## src/rtl/monotone_chain_convex_hull_unit_macros.svh

```systemverilog
// ----------------------------------------------------------------------------
// Convex hull unit assertion macros
// Concurrent assertion wrappers shared by the hull unit modules; they expand
// to nothing in synthesis.
// ----------------------------------------------------------------------------
`ifndef MONOTONE_CHAIN_CONVEX_HULL_UNIT_MACROS_SVH
`define MONOTONE_CHAIN_CONVEX_HULL_UNIT_MACROS_SVH

`ifndef SYNTHESIS

// Check that a condition implies a consequence at every enabled edge
`define CHC_ASSERT_IMPL(lbl, clk, rst, ante, cons) \
   lbl: assert property (@(posedge clk) disable iff (rst) (ante) |-> (cons)) \
      else $error("hull unit implication check failed");

// Check that a condition never occurs
`define CHC_ASSERT_NEVER(lbl, clk, rst, expr) \
   lbl: assert property (@(posedge clk) disable iff (rst) !(expr)) \
      else $error("hull unit forbidden condition seen");

`else

`define CHC_ASSERT_IMPL(lbl, clk, rst, ante, cons)
`define CHC_ASSERT_NEVER(lbl, clk, rst, expr)

`endif

`endif

```

## src/rtl/chc_pkg.sv

```systemverilog
// ----------------------------------------------------------------------------
// Convex hull unit package
// Sizes, point and queue word types shared by the hull unit modules.
// ----------------------------------------------------------------------------
package chc_pkg;

   localparam int MAX_POINTS   = 32;
   localparam int COORD_BITS   = 16;
   localparam int STACK_DEPTH  = 2 * MAX_POINTS;

   localparam int PT_IDX_BITS  = $clog2(MAX_POINTS);
   localparam int PT_CNT_BITS  = $clog2(MAX_POINTS + 1);
   localparam int STK_IDX_BITS = $clog2(STACK_DEPTH);
   localparam int STK_CNT_BITS = $clog2(STACK_DEPTH + 1);

   localparam int DIFF_BITS    = COORD_BITS + 1;
   localparam int PROD_BITS    = 2 * DIFF_BITS;
   localparam int POINT_BITS   = 2 * COORD_BITS;

   localparam int QUEUE_DEPTH  = 2;
   localparam int QPTR_BITS    = $clog2(QUEUE_DEPTH);
   localparam int QCNT_BITS    = $clog2(QUEUE_DEPTH + 1);

   typedef logic signed [COORD_BITS-1:0] coord_type;

   typedef struct packed {
      coord_type x;
      coord_type y;
   } point_type;

   // One classified input word on its way to the hull engine
   typedef struct packed {
      point_type pt;
      logic      last;
      logic      keep;
   } entry_type;

endpackage

```

## src/rtl/chc_queue.sv

```systemverilog
// ----------------------------------------------------------------------------
// Hull unit word queue
// Short register queue between the front end and the hull engine.
// ----------------------------------------------------------------------------
`include "monotone_chain_convex_hull_unit_macros.svh"

module chc_queue
   import chc_pkg::*;
(
   input  logic      clock,
   input  logic      reset,
   input  logic      in_valid,
   output logic      in_ready,
   input  entry_type in_entry,
   output logic      out_valid,
   input  logic      out_ready,
   output entry_type out_entry
);

   entry_type            slot_ff [QUEUE_DEPTH];
   logic [QPTR_BITS-1:0] wr_ptr_ff;
   logic [QPTR_BITS-1:0] rd_ptr_ff;
   logic [QCNT_BITS-1:0] cnt_ff;
   logic                 push;
   logic                 pop;

   assign in_ready  = (cnt_ff != QCNT_BITS'(QUEUE_DEPTH));
   assign out_valid = (cnt_ff != '0);
   assign out_entry = slot_ff[rd_ptr_ff];
   assign push      = in_valid && in_ready;
   assign pop       = out_valid && out_ready;

   // Store incoming words
   always_ff @(posedge clock) begin
      if (push) begin
         slot_ff[wr_ptr_ff] <= in_entry;
      end
   end

   // Advance pointers and occupancy
   always_ff @(posedge clock) begin
      if (reset) begin
         wr_ptr_ff <= '0;
         rd_ptr_ff <= '0;
         cnt_ff    <= '0;
      end else begin
         if (push) begin
            wr_ptr_ff <= (wr_ptr_ff == QPTR_BITS'(QUEUE_DEPTH - 1)) ? '0
                         : wr_ptr_ff + QPTR_BITS'(1);
         end
         if (pop) begin
            rd_ptr_ff <= (rd_ptr_ff == QPTR_BITS'(QUEUE_DEPTH - 1)) ? '0
                         : rd_ptr_ff + QPTR_BITS'(1);
         end
         if (push && !pop) begin
            cnt_ff <= cnt_ff + QCNT_BITS'(1);
         end else if (pop && !push) begin
            cnt_ff <= cnt_ff - QCNT_BITS'(1);
         end
      end
   end

   `CHC_ASSERT_NEVER(a_queue_occupancy, clock, reset, cnt_ff > QCNT_BITS'(QUEUE_DEPTH))

endmodule

```

## config.mk

```make
export PLATFORM = sky130hd
export DESIGN_NAME = chc_queue
export DESIGN_NICKNAME = d
export VERILOG_FILES = /design/src/rtl/chc_pkg.sv /design/src/rtl/chc_queue.sv
export VERILOG_INCLUDE_DIRS = /design/src /design/src/rtl
export SDC_FILE = /design/constraint.sdc
export NUM_CORES = 1
export LEC_CHECK = 0
export BUFFER_PORTS_ARGS = -buffer_cell sky130_fd_sc_hd__buf_2
export CAP_MARGIN = 15
export CELL_PAD_IN_SITES_DETAIL_PLACEMENT = 1
export CELL_PAD_IN_SITES_GLOBAL_PLACEMENT = 1
export CORE_ASPECT_RATIO = 0.75
export CORE_UTILIZATION = 46
export DETAILED_ROUTE_END_ITERATION = 8
export MAX_ROUTING_LAYER = met4
export PLACE_DENSITY = 0.8
export SLEW_MARGIN = 20
export SYNTH_ARGS = -nofsm -noshare
export SYNTH_HDL_FRONTEND = slang
export SYNTH_SLANG_ARGS = --single-unit
```

## constraint.sdc

```tcl
create_clock -name clock -period 4.36 [get_ports clock]
set_input_delay 0.218 -clock clock [delete_from_list [all_inputs] [get_ports clock]]
set_output_delay 0.218 -clock clock [all_outputs]
set_load 0.005 [all_outputs]
```

== Word-level counts from Yosys, hierarchy flattened ==
Memory sizes are Yosys's and may differ from the RTL's. A register that Yosys moved wholly into a read port is not among the register bits.
Cells that the tools add are included.
Operators by class
  add/subtract/negate cells: 4
  eq/ne operators: 1
  muxes and demuxes: 8
  reductions and logical operators: 8
Operators by type and width (count)
  2-to-1 mux 1 bit: 6
  logical AND 1 bit: 4
  2-to-1 mux 2 bit: 2
  nonzero test 2 bit: 2
  adder 1 bit, second input constant: 2
  adder 2 x 1 -> 2 bit, second input constant: 1
  zero test 1 bit: 2
  != test 2 bit, second input constant: 1
  subtractor 2 x 1 -> 2 bit, second input constant: 1
Storage, ports and cells
  register bits: 4
  memory bits (writable): 68
  input port bits: 38
  output and inout bits: 36
  logic and storage cells: 25
  memories: 1
Memories
  slot_ff: depth 2, width 34, rd ports 1, clocked after memory_dff 1, write ports 1, line chc_queue.sv:20  | entry_type slot_ff [QUEUE_DEPTH];

== Logic depth before layout (Yosys ltp) ==
  depth in word-level cells: 6
  mapped depth: 6
  gate-level depth less buffers: 6

== Worst setup path before layout ==
Ideal clock, no wire load.
  path kind: reg2reg
  start point: register cnt_ff[0]
  end point: memory slot_ff[1][0] (netlist bit), enable pin
  setup time: 0.394 ns
  arrival: 1.472 ns
  data required time: 3.966 ns
  path slack: 2.494 ns
  cell stages (with the launch flop): 3
  path buffers: 0
  period minus slack after synthesis: 1.866 ns
  cells stage by stage: dfxtp_1 nand2b_1 and3_1
On the way
  word-level cells in the longest chain between the ends: 4
Ends and longest elaborated chain
  start: declaration: line chc_queue.sv:23  | logic [QCNT_BITS-1:0] cnt_ff;
  start signal: assignment: line chc_queue.sv:56  | cnt_ff <= cnt_ff + QCNT_BITS'(1);
  start signal: assignment: line chc_queue.sv:58  | cnt_ff <= cnt_ff - QCNT_BITS'(1);
  != test 2 bit: line chc_queue.sv:27  | assign in_ready = (cnt_ff != QCNT_BITS'(QUEUE_DEPTH));
  via in_ready: line chc_queue.sv:13  | output logic in_ready,
  logical AND 1 bit: line chc_queue.sv:30  | assign push = in_valid && in_ready;
  2-to-1 mux 1 bit: line chc_queue.sv:35  | if (push) begin
  2-to-1 mux 1 bit (implied by the code): line chc_queue.sv:36  | slot_ff[wr_ptr_ff] <= in_entry;
  end: declaration: line chc_queue.sv:20
The timed path passes the listed nets, and every way through them passes these cells.

==> results.sh <==
export IMPL_die_area_sq_um=6122
export IMPL_outcome="completed"
export IMPL_seqPwrFrac=0.500
export IMPL_fin_setup_tns_ns=0
export IMPL_cp_max_fo=29
export IMPL_drt_vias_per_instance=4.825
export IMPL_gp_congestion=0.6651
export IMPL_worst_hold_slack_ns=0.06932
export IMPL_crit_arrival_ns=1.72
export IMPL_hold_end="slot_ff[1][12]$_DFFE_PP_"
export IMPL_yosys_top_cells_area="edfxtp_1 76%, mux2_2 14%, dfxtp_1 3.7%, xor2_1 0.98%, buf_4 0.56%"
export IMPL_p_comb_frac=0.237
export IMPL_cts_setup_buffers=0
export IMPL_synth_top_area_share=0.7640
export IMPL_grt_antenna_before_repair=0
export IMPL_whs_path_depth=1
export IMPL_clk_latency_ns=0.33
export IMPL_placed_area_sq_um=3123
export IMPL_final_nets=251
export IMPL_synth_seq_cells=73
export IMPL_hold_viol=0
export IMPL_vias=1409
export IMPL_wl_per_cell_um=17.52
export IMPL_path_class="reg -> out"
export IMPL_drcViolationCount=0
export IMPL_grt_usage=0.1889
export IMPL_crit_required_ns=4.14
export IMPL_syn_inst=130
export IMPL_setup_viol=0
export IMPL_relSlewSlack=0.4600
export IMPL_maxCapViolations=0
export IMPL_routed_wl_um=5115
export IMPL_drive_gt1_frac=0.5760
export IMPL_grt_max_degree=35
export IMPL_power_switching_mw=0.4687
export IMPL_r2r_end="slot_ff[1][6]$_DFFE_PP_"
export IMPL_path_clk_slew_ns=0.07
export IMPL_initial_core_util=0.4888
export IMPL_p_total_mw=1.829
export IMPL_first_pass_iters=4
export IMPL_r2r_slack_ns=2.59
export IMPL_synthMuxAreaShare=0.1433
export IMPL_rsz0062_at_grt="no"
export IMPL_switching_share=0.2563
export IMPL_min_period_over_period=0.4436
export IMPL_drt_iter0_markers=77
export IMPL_slew_viol_final=0
export IMPL_yosys_area_share_xor_xnor=0.009831
export IMPL_stdcell_area_sq_um=3303
export IMPL_finClkSkew_ns=0.005963
export IMPL_n_antenna_cell=0
export IMPL_die_x_um=90.02
export IMPL_final_common_cell="buf_2"
export IMPL_p_int_mw=1.360
export IMPL_synth_seq_area_share=0.8015
export IMPL_regToRegStartpoint="cnt_ff[0]$_SDFFE_PP0P_"
export IMPL_numPortBuffers=73
export IMPL_p_clk_frac=0.263
export IMPL_startpoint_type="flip-flop"
export IMPL_pin_count=74
export IMPL_syn_area_per_cell_sq_um=20.56
export IMPL_rows=23
export IMPL_cts_root_buf="clkbuf_8"
export IMPL_htree_levels=3
export IMPL_hold_buffers=0
export IMPL_ys_types=18
export IMPL_cts_tree="built"
export IMPL_fmax_mhz=517.1
export IMPL_die_y_um=68.01
export IMPL_final_core_util=0.6041
export IMPL_clockBufferDepth=2
export IMPL_ant_nets=0
export IMPL_worst_pin_slew_ns=0.8101
export IMPL_p_leak_nw=1.252
export IMPL_synthSimpleGateAreaFrac=0.01873
export IMPL_place_hpwl_um=3592
export IMPL_numCtsBuffers=9
export IMPL_fp_coreArea_sq_um=5468
export IMPL_layout_common_cells="73 x buf_2, 68 x edfxtp_1, 34 x mux2_2"
export IMPL_grt_pass1_vias=1566
export IMPL_synth_fa_ha_area_frac=0.004682
export IMPL_area_growth_pct=23.60
export IMPL_post_cts_resized=0
export IMPL_synth_top_family_by_area="multiplexers"
export IMPL_worstHoldStart="in_entry[12]"
export IMPL_vdd_ir_drop_max_mv=0.3548
export IMPL_synth_top_cell_by_area="edfxtp_1"
export IMPL_power_density_nw_per_um2=553.6
export IMPL_hp_class="in -> reg"
export IMPL_period_needed_ns=1.934
export IMPL_synth_compound_area_frac=0.01124
export IMPL_clock_sinks=73
export IMPL_grt_overflow_total=0
export IMPL_ys_warn_count=0
export IMPL_critPathCaptureType="output pin"
export IMPL_syn_nets=169
export IMPL_synth_area_sq_um=2673
export IMPL_r2r_cells=2
export IMPL_grt_pass1_wl_um=7859
stage by stage:
stage,instances,setup WS (ns)
2_1_floorplan,130,2.494
3_3_place_gp,276,2.698
3_5_place_dp,276,2.590
4_1_cts,292,2.377
5_1_grt,292,2.310
6_report,292,2.426
registers in the layout, summed over array words and instances, names as in the netlist, named ones only:
name	cells
slot_ff	68
wr_ptr_ff	1
rd_ptr_ff	1
cnt_ff	2
metal layers:
layer | part of all wire | vias up | GRT usage
li1 | - | 665 | -
met1 | 0.39 | 689 | 0.1828
met2 | 0.54 | 47 | 0.3426
met3 | 0.055 | 8 | 0.07000
met4 | 0.017 | 0 | 0.09677
met5 | 0 | - | -
worst max-delay path by stage:
stage                      startpoint  slack [ns]                        to  depth (start not counted)
6_report                    flip-flop        2.43             out_entry[18]                          3
5_1_grt                     flip-flop        2.31             out_entry[18]                          3
4_1_cts                     flip-flop        2.38             out_entry[18]                          3
3_5_place_dp   cnt_ff[0]$_SDFFE_PP0P_        2.59   slot_ff[1][2]$_DFFE_PP_                          2
3_3_place_gp   cnt_ff[0]$_SDFFE_PP0P_        2.70  slot_ff[1][22]$_DFFE_PP_                          2
2_1_floorplan  cnt_ff[0]$_SDFFE_PP0P_        2.49   slot_ff[1][0]$_DFFE_PP_                          2
synth_stat cells:
cell type	count
ha_1	1
mux2_2	34
dfxtp_1	5
buf_4	2
nand2b_1	1
nand3b_1	1
and3_1	1
xor2_1	3
buf_2	2
edfxtp_1	68
a21oi_1	2
or3_1	1
and2_1	1
inv_1	1
a21bo_2	1
nor2_1	3
o21ai_0	2
or2_2	1
power groups by stage:
stage / sequential, mW / clock, mW / combinational, mW
2_1_floorplan: 0.913 / 0 / 0.270
3_3_place_gp: 0.920 / 0 / 0.413
3_5_place_dp: 0.931 / 0 / 0.439
4_1_cts: 0.916 / 0.495 / 0.442
5_1_grt: 0.925 / 0.518 / 0.471
6_report: 0.915 / 0.481 / 0.433
cells by family (layout without fill, tap and decap cells):
group / count (synthesis) / after routing
multiplexers: 34 / 34
flip-flops: 73 / 73
AO/OA/AOI/OAI: 5 / 5
adder cells (fa/ha/maj): 1 / 1
AND/OR/NAND/NOR: 9 / 9
buffers and inverters: 5 / 92
XOR/XNOR: 3 / 3
critical path, cell delays in order (launching register included):
cell     delay, ns
dfxtp_1       0.44
buf_4         0.40
mux2_2        0.40
buf_2         0.13
final cells by class:
class                      count  area [sq um]
clock buffer                  12         135.1
sequential                    73          2142
tap                           75         93.84
inverter                       1         3.754
fill                         524          2165
clock inverter                 4         45.04
multi-input combinational     52         503.0
timing repair buffer          75         380.4
(Power assumes the default switching activity.)
