$ cat config.mk
export PLATFORM = sky130hd
export DESIGN_NAME = chc_front
export DESIGN_NICKNAME = d
export VERILOG_FILES = /design/src/rtl/monotone_chain_convex_hull_unit_macros.svh /design/src/rtl/chc_pkg.sv /design/src/rtl/chc_front.sv
export SDC_FILE = /design/constraint.sdc
export NUM_CORES = 1
export LEC_CHECK = 0
export BUFFER_PORTS_ARGS = -buffer_cell sky130_fd_sc_hd__buf_2
export CAP_MARGIN = 20
export CORE_UTILIZATION = 31
export DETAILED_ROUTE_END_ITERATION = 10
export GPL_ROUTABILITY_DRIVEN = 0
export PLACE_DENSITY_LB_ADDON = 0.25
export SLEW_MARGIN = 20
export SYNTH_ARGS = -nofsm -noshare
export SYNTH_HDL_FRONTEND = slang
export SYNTH_SLANG_ARGS = --single-unit
$ cat constraint.sdc
create_clock -name clock -period 1.5 [get_ports clock]
set_input_delay 0.3 -clock clock [delete_from_list [all_inputs] [get_ports clock]]
set_output_delay 0.3 -clock clock [all_outputs]
set_load 0.005 [all_outputs]
$ cat src/rtl/monotone_chain_convex_hull_unit_macros.svh
// ----------------------------------------------------------------------------
// Convex hull unit assertion macros
// Concurrent assertion wrappers shared by the hull unit modules; they expand
// to nothing in synthesis.
// ----------------------------------------------------------------------------
`ifndef MONOTONE_CHAIN_CONVEX_HULL_UNIT_MACROS_SVH
`define MONOTONE_CHAIN_CONVEX_HULL_UNIT_MACROS_SVH

`ifndef SYNTHESIS

// Check that a condition implies a consequence at every enabled edge
`define CHC_ASSERT_IMPL(lbl, clk, rst, ante, cons) \
   lbl: assert property (@(posedge clk) disable iff (rst) (ante) |-> (cons)) \
      else $error("hull unit implication check failed");

// Check that a condition never occurs
`define CHC_ASSERT_NEVER(lbl, clk, rst, expr) \
   lbl: assert property (@(posedge clk) disable iff (rst) !(expr)) \
      else $error("hull unit forbidden condition seen");

`else

`define CHC_ASSERT_IMPL(lbl, clk, rst, ante, cons)
`define CHC_ASSERT_NEVER(lbl, clk, rst, expr)

`endif

`endif

$ cat src/rtl/chc_pkg.sv
// ----------------------------------------------------------------------------
// Convex hull unit package
// Sizes, point and queue word types shared by the hull unit modules.
// ----------------------------------------------------------------------------
package chc_pkg;

   localparam int MAX_POINTS   = 32;
   localparam int COORD_BITS   = 16;
   localparam int STACK_DEPTH  = 2 * MAX_POINTS;

   localparam int PT_IDX_BITS  = $clog2(MAX_POINTS);
   localparam int PT_CNT_BITS  = $clog2(MAX_POINTS + 1);
   localparam int STK_IDX_BITS = $clog2(STACK_DEPTH);
   localparam int STK_CNT_BITS = $clog2(STACK_DEPTH + 1);

   localparam int DIFF_BITS    = COORD_BITS + 1;
   localparam int PROD_BITS    = 2 * DIFF_BITS;
   localparam int POINT_BITS   = 2 * COORD_BITS;

   localparam int QUEUE_DEPTH  = 2;
   localparam int QPTR_BITS    = $clog2(QUEUE_DEPTH);
   localparam int QCNT_BITS    = $clog2(QUEUE_DEPTH + 1);

   typedef logic signed [COORD_BITS-1:0] coord_type;

   typedef struct packed {
      coord_type x;
      coord_type y;
   } point_type;

   // One classified input word on its way to the hull engine
   typedef struct packed {
      point_type pt;
      logic      last;
      logic      keep;
   } entry_type;

endpackage

$ cat src/rtl/chc_front.sv
// ----------------------------------------------------------------------------
// Hull unit front end
// Accepts input points and marks each one as kept or dropped by capacity.
// ----------------------------------------------------------------------------
module chc_front
   import chc_pkg::*;
(
   input  logic      clock,
   input  logic      reset,
   input  logic      req_valid,
   output logic      req_ready,
   input  coord_type req_px,
   input  coord_type req_py,
   input  logic      req_final_point,
   output logic      q_valid,
   input  logic      q_ready,
   output entry_type q_entry
);

   logic [PT_CNT_BITS-1:0] cnt_ff;
   logic                   keep;
   logic                   accept;

   assign keep      = (cnt_ff < PT_CNT_BITS'(MAX_POINTS));
   assign accept    = req_valid && q_ready;
   assign req_ready = q_ready;
   assign q_valid   = req_valid;

   // Build the classified word
   always_comb begin
      q_entry.pt.x = req_px;
      q_entry.pt.y = req_py;
      q_entry.last = req_final_point;
      q_entry.keep = keep;
   end

   // Track points of the current set; restart at the last point
   always_ff @(posedge clock) begin
      if (reset) begin
         cnt_ff <= '0;
      end else if (accept) begin
         if (req_final_point) begin
            cnt_ff <= '0;
         end else if (keep) begin
            cnt_ff <= cnt_ff + PT_CNT_BITS'(1);
         end
      end
   end

endmodule

# Yosys cells after proc, flatten, opt, wreduce, memory -nomap -nowiden

Index checks and enable logic that the tools add are counted.

Logic and storage cells: 8
Flip-flop bits (word level): 6
Memory bits (read-only): 0
Bits in latches: 0
Bits in writable memories: 0
Memories kept: 0
Output and inout bits: 36

$add $sub $neg: 1
Reductions and logical operators: 3
$mul: 0
Bitwise operators: 0
Div/mod/pow operators: 0
Multiplexer cells: 2
Shift operators: 0
Order comparisons: 1
Equal/unequal tests: 0

Operators by type and width:

| kind                                              | count |
|---|---|
| 2-to-1 mux 6 bit                                  | 2 |
| adder 6 x 1 -> 6 bit, second input constant       | 1 |
| less-than comparator 6 bit, second input constant | 1 |
| AND reduction 2 bit                               | 1 |
| nonzero test 2 bit                                | 1 |
| logical AND 1 bit                                 | 1 |

# Longest topological paths before layout

Gate-level depths: netlist of run 1.

Depth in word-level cells: 3
Gate-level depth with buffers: 4
Depth with buffers taken out: 4

# Least setup slack after synthesis of run 1

No wires, ideal clock.

Path type: reg-to-reg
Start point: register cnt_ff[0]
End point: register cnt_ff[2]
Setup slack: 281 ps
Cell stages (with the launch flop): 5
Buffers on the path: 0
Library setup time: 70 ps
Data arrival time: 1150 ps
Clock period less this slack: 1219 ps
Cells stage by stage: dfxtp_1 > ha_1 > inv_1 > or4_1 > a21oi_1

Cells in the longest elaborated chain, start to end: 3
Elaborated cells on any way between the ends: 6

RTL lines:

| element                                                                   | line                             | RTL |
|---|---|---|
| start, declared                                                           | chc_front.sv:20                  | `logic [PT_CNT_BITS-1:0] cnt_ff;` |
| start signal, assigned                                                    | chc_front.sv:45                  | `cnt_ff <= cnt_ff + PT_CNT_BITS'(1);` |
| adder 6 x 1 -> 6 bit / less-than comparator 6 bit (equally long branches) | chc_front.sv:45, chc_front.sv:24 |  |
| 2-to-1 mux 6 bit / nonzero test 2 bit (equally long branches)             | -                                |  |
| 2-to-1 mux 6 bit / AND reduction 2 bit (equally long branches)            | -                                |  |

Several ways; a longest one is shown, not always the timed one. The select of a mux whose other input is x is not followed.
A chain may end at the register's enable or synchronous reset.

# Final worst setup path of run 1

Same ends and word-level chain as after synthesis.

==> results.md, run 1 <==
* CTS tree: built
* Total track usage at 0.0855
* WL met1 at 330 um
* Clk_lat worst skew at 0.24 ns
* Syn avg cell area at 8.19 um^2
* Status: finished, final reports clean
* Drt first pass iters at 4
* Final wirelength at 772 um
* CTS Hold Bufs at 0
* Ys Warns at 0
* Cells after Synth at 70
* Post-synth top area share at 0.472
* Leading area contributor after synthesis: buf_4
* Hold Path Class: in2reg
* Clk buf depth at 2
* Top flop regs: cnt_ff: 6 flops
* Worst setup margin at 0.180 ns
* Cell Area, Synth at 573 um^2
* Register area share after synthesis at 0.210
* Worst Reg2Reg Path Length in Cells at 4
* First-pass GRT wire length at 1240 um
* Clock slew seen by the registers of the worst setup and hold paths at 0.05 ns
* Worst vdd ir at 316 uV
* DIE HEIGHT at 45.0 um
* Slew headroom at 0.657
* Initial Utilization at 0.332
* Nets at 84
* Clock power share at 0.440
* # DRC at 0
* Final Critical Period at 1.32 ns
* Hold depth at 2
* Synth top area cells: buf_4 47%, dfxtp_1 21%, a21oi_1 5.2%
* Number of global-route vias before repair at 311
* Fmax at 758 MHz
* Yosys reg bits at 6
* Largest net degree at the start of global routing at 10
* RSZ-0062 raised after global routing: no
* Setup tns final at 0 ns
* Sink Count at 6
* # port buffers at 8
* Most frequent cell after synthesis: buf_4
* Pwr dens at 893 nW/um^2
* Vias at 308
* Slew @ Worst Pin at 0.514 ns
* Multi-input combinational cell area at 153 um^2
* Iteration-0 DRC Markers at 5
* Netlist cell types at 16
* EDFF count, synth at 0
* Crit start category: register
* Grt total ovfl at 0
* Comb pwr share at 0.079
* Seq. cell area at 120 um^2
* Met3 WL post-DR at 85 um
* Async set or reset register ratio after synthesis at 0
* Clock skew at 0.000436 ns
* Sequential share of power at 0.481
* Post_cts resized at 0
* Synth Flop Type: dfxtp_1
* Internal Pwr Total at 0.000265 W
* Worst-path fanout max at 4
* Mapped Nets at 108
* Final setup viols at 0
* Area grow syn2layout at -33.4%
* DP HPWL at 571 um
* Root buffer cell: clkbuf_4
* Synth cell count leaders: 36 x buf_4, 6 x a21oi_1, 6 x dfxtp_1, 3 x o31ai_1, 3 x or4_1
* WL met2 at 356 um
* Die Span X at 45.0 um
* Num rows at 15
* Layout cells sized above 1 at 0.295
* Switching Share at 0.222
* Leak at 0.130 nW
* Post-DR wirelength/cell at 11.2 um
* Post-CTS setup buffers at 0
* Final ANT Viol Nets at 0
* Post-route cell area at 382 um^2
* Die Area at 2020 um^2
* Net switching power at 0.0000755 W
* Max FFs per register at 6
* Antenna cells at 0
* Critical path class: reg2reg
* Top sig layer: met3
* Maximum capacitance violations at 0
* Critical Path RT at 1.68 ns
* Setup crit end kind: register
* Core area at 1730 um^2
* WHS at 0.223 ns
* Post-place setup slack at 0.181 ns
* Placed cell area at 359 um^2
* Count of pins over their slew limit at 0
* Via-per-instance ratio at 4.46
* Endpoints failing hold at 0
* Final worst-path cycle share at 0.880
* Total CTS buffers at 3
* Biggest register: cnt_ff
* Level count of the clock H-tree at 1
* CP arrival at 1.50 ns
* Fill count at 209
* IO Pins at 73
* Initial antenna violation count at 0
placed cells by master, fill, tap and decap left out:
master and n:
buf_2 8, a21oi_1 6, dfxtp_1 6, o31ai_1 3, or4_1 3, clkbuf_4 3
inv_1 2, nand2_1 2, or3_1 2, nand3_1 2, nor2b_1 1, o21ai_0 1
a31o_2 1, o21ai_1 1, or4b_1 1, ha_1 1, buf_4 1
critical path, stage by stage (launching register included):
cell and delay (ns):
dfxtp_1 0.37, ha_1 0.19, inv_1 0.06, or4_1 0.50, a21oi_1 0.14
routing by layer:
layer	GRT usage	vias up
met1	0.105	145
li1	-	151
met2	0.119	12
met4	0.0667	0
met3	0.0320	0
met5	0	-
stage by stage:
stage          utilization  power, W  cells
6_report             0.221  0.000341     69
5_1_grt              0.221  0.000362     69
2_1_floorplan            -  0.000255     70
3_5_place_dp         0.208  0.000194     66
4_1_cts              0.221  0.000349     69
3_3_place_gp         0.208  0.000194     66
cell type report:
| class | count | share of cell area |
|---|---|---|
| multi-input cells | 24 | 0.400 |
| flip-flops and latches | 6 | 0.315 |
| repair buffers | 9 | 0.125 |
| well taps | 25 | 0.0820 |
| clock buffers | 3 | 0.0590 |
| inverters | 2 | 0.0197 |
cells by family (layout without fill, tap and decap cells):
logic type	Yosys count	in the layout	share of synthesized area
and+or+nand+nor	11	11	0.120
buffers and inverters	40	14	0.524
DFF	6	6	0.210
adders and majority gates	1	1	0.0218
AOI/OAI and AO/OA	12	12	0.124
power by group through the flow:
stage | Clock, W | Sequential (W) | Combinational, W
after floorplan | 0 | 0.000166 | 0.0000886
after global placement | 0 | 0.000167 | 0.0000272
after detailed placement | 0 | 0.000167 | 0.0000268
after CTS | 0.000158 | 0.000164 | 0.0000271
after global routing | 0.000167 | 0.000164 | 0.0000306
final | 0.000150 | 0.000164 | 0.0000270
path summary, 6_finish.rpt:
check	to	slack, ns	start
setup reg to reg	cnt_ff[2]	0.18	cnt_ff[0]
hold / removal	cnt_ff[1]	0.22	reset
hold reg to reg	cnt_ff[5]	0.48	cnt_ff[5]
setup / recovery	cnt_ff[2]	0.18	cnt_ff[0]
Power figures use the tool's default switching activity.
==> inputs of run 2 (changes only) <==
PLACE_DENSITY = 0.78   (was default)
PLACE_DENSITY_LB_ADDON = default   (was 0.25)
SKIP_CTS_REPAIR_TIMING = 1   (was default)
==> results.md, run 2 (synthesis gave the netlist of run 1 again) <==
* Initial antenna violation count at 0
* Hold Path Class: in2reg
* Power, Total at 0.000339 W
* Biggest register: cnt_ff
* Largest net degree at the start of global routing at 12
* Worst-path fanout max at 4
* Num rows at 15
* Via-per-instance ratio at 4.60
* Nets at 83
* Slowest stage delay, CP at 0.50 ns
* Total track usage at 0.0781
* Drt first pass iters at 4
* Critical Path RT at 1.68 ns
* Clock skew at 0.00211 ns
* Setup tns final at 0 ns
* Post-place setup slack at 0.144 ns
* Final Util at 0.217
* IO Pins at 73
* Delay-heaviest family, CP: simple AND/OR/NAND/NOR gates
* Setup crit end kind: register
* Core area at 1730 um^2
* Antenna cells at 0
* Leak at 0.126 nW
* DIE HEIGHT at 45.0 um
* Clk_lat worst skew at 0.25 ns
* Max FFs per register at 6
* Final setup viols at 0
* Initial Utilization at 0.332
* Clock slew seen by the registers of the worst setup and hold paths at 0.04 ns
* CP arrival at 1.50 ns
* Iteration-0 DRC Markers at 14
* Grt total ovfl at 0
* Number of global-route vias before repair at 259
* Critical-path cell list: ha_1 > inv_1 > or4_1 > a21oi_1
* Pwr dens at 906 nW/um^2
* # DRC at 0
* Level count of the clock H-tree at 1
* Slowest-stage cell, CP: or4_1
* Worst setup margin at 0.180 ns
* Total CTS buffers at 3
* RSZ-0062 raised after global routing: no
* CTS tree: built
* Die Span X at 45.0 um
* Fmax at 757 MHz
* Sink Count at 6
* Status: finished, final reports clean
* # port buffers at 8
* Clk buf depth at 2
* Top flop regs: cnt_ff: 6 flops
* DP HPWL at 575 um
* Maximum capacitance violations at 0
* Die Area at 2020 um^2
* Vias at 313
* Crit start category: register
* Endpoints failing hold at 0
* Most frequent cells in the layout: 8 x buf_2, 6 x a21oi_1, 6 x dfxtp_1
* Final ANT Viol Nets at 0
* Final Critical Period at 1.32 ns
* Final worst-path cycle share at 0.880
* Count of pins over their slew limit at 0
* Worst vdd ir at 323 uV
* Slew @ Worst Pin at 0.463 ns
* WP buf/inv at 1
* Commonest non-fill, non-tap cell in the layout: buf_2
* Root buffer cell: clkbuf_4
* Final wirelength at 811 um
* Post-DR wirelength/cell at 11.9 um
* First-pass GRT wire length at 1080 um
* Critical path class: reg2reg
* Slew headroom at 0.691
* Layout cells sized above 1 at 0.279
* Area grow syn2layout at -34.7%
[run 2: changes by cell type in the layout (fill, tap and decap cells not counted), sizes merged]
cell  change
buf       -1
[run 2: report_power, final]
| group | switching [W] | leakage [nW] | internal (W) |
|---|---|---|---|
| clock | 0.0000587 | 0.0138 | 0.0000905 |
| sequential | 0.00000208 | 0.0485 | 0.000162 |
| combinational | 0.0000141 | 0.0635 | 0.0000113 |
| total | 0.0000749 | 0.126 | 0.000264 |
[run 2: metrics by stage]
step	hold slack (ns)	cells	area [um^2]
after floorplan	0.369	70	573
after global placement	0.472	65	352
after detailed placement	0.476	65	352
after CTS	0.217	68	374
after global routing	0.223	68	374
final	0.219	68	374
[run 2: final cells by class]
type / count / area (um^2)
inverters: 2 / 7.51
multi-input cells: 24 / 153
repair buffers: 8 / 40.0
fillers: 206 / 1350
flip-flops and latches: 6 / 120
clock buffers: 3 / 22.5
well taps: 25 / 31.3
[run 2: worst register-to-register path, stage by stage (launching register included)]
cell	delay [ns]
dfxtp_1	0.37
ha_1	0.18
inv_1	0.06
or4_1	0.50
a21oi_1	0.15
[run 2: metal layers]
layer | part of all wire | global-route usage | routed length, um | vias to the layer above
met3 | 0.16 | 0.0480 | 130 | 8
met2 | 0.44 | 0.113 | 357 | 16
li1 | - | - | - | 151
met1 | 0.38 | 0.0758 | 305 | 138
met4 | 0.021 | 0.0727 | 17 | 0
met5 | 0 | 0 | 0 | -
[run 2: worst paths after layout]
check        slack, ns  cells after the start         to  startpoint
max               0.18                      4  cnt_ff[2]   cnt_ff[0]
min reg2reg       0.49                      2  cnt_ff[4]   cnt_ff[4]
max reg2reg       0.18                      4  cnt_ff[2]   cnt_ff[0]
min               0.22                      2  cnt_ff[1]       reset
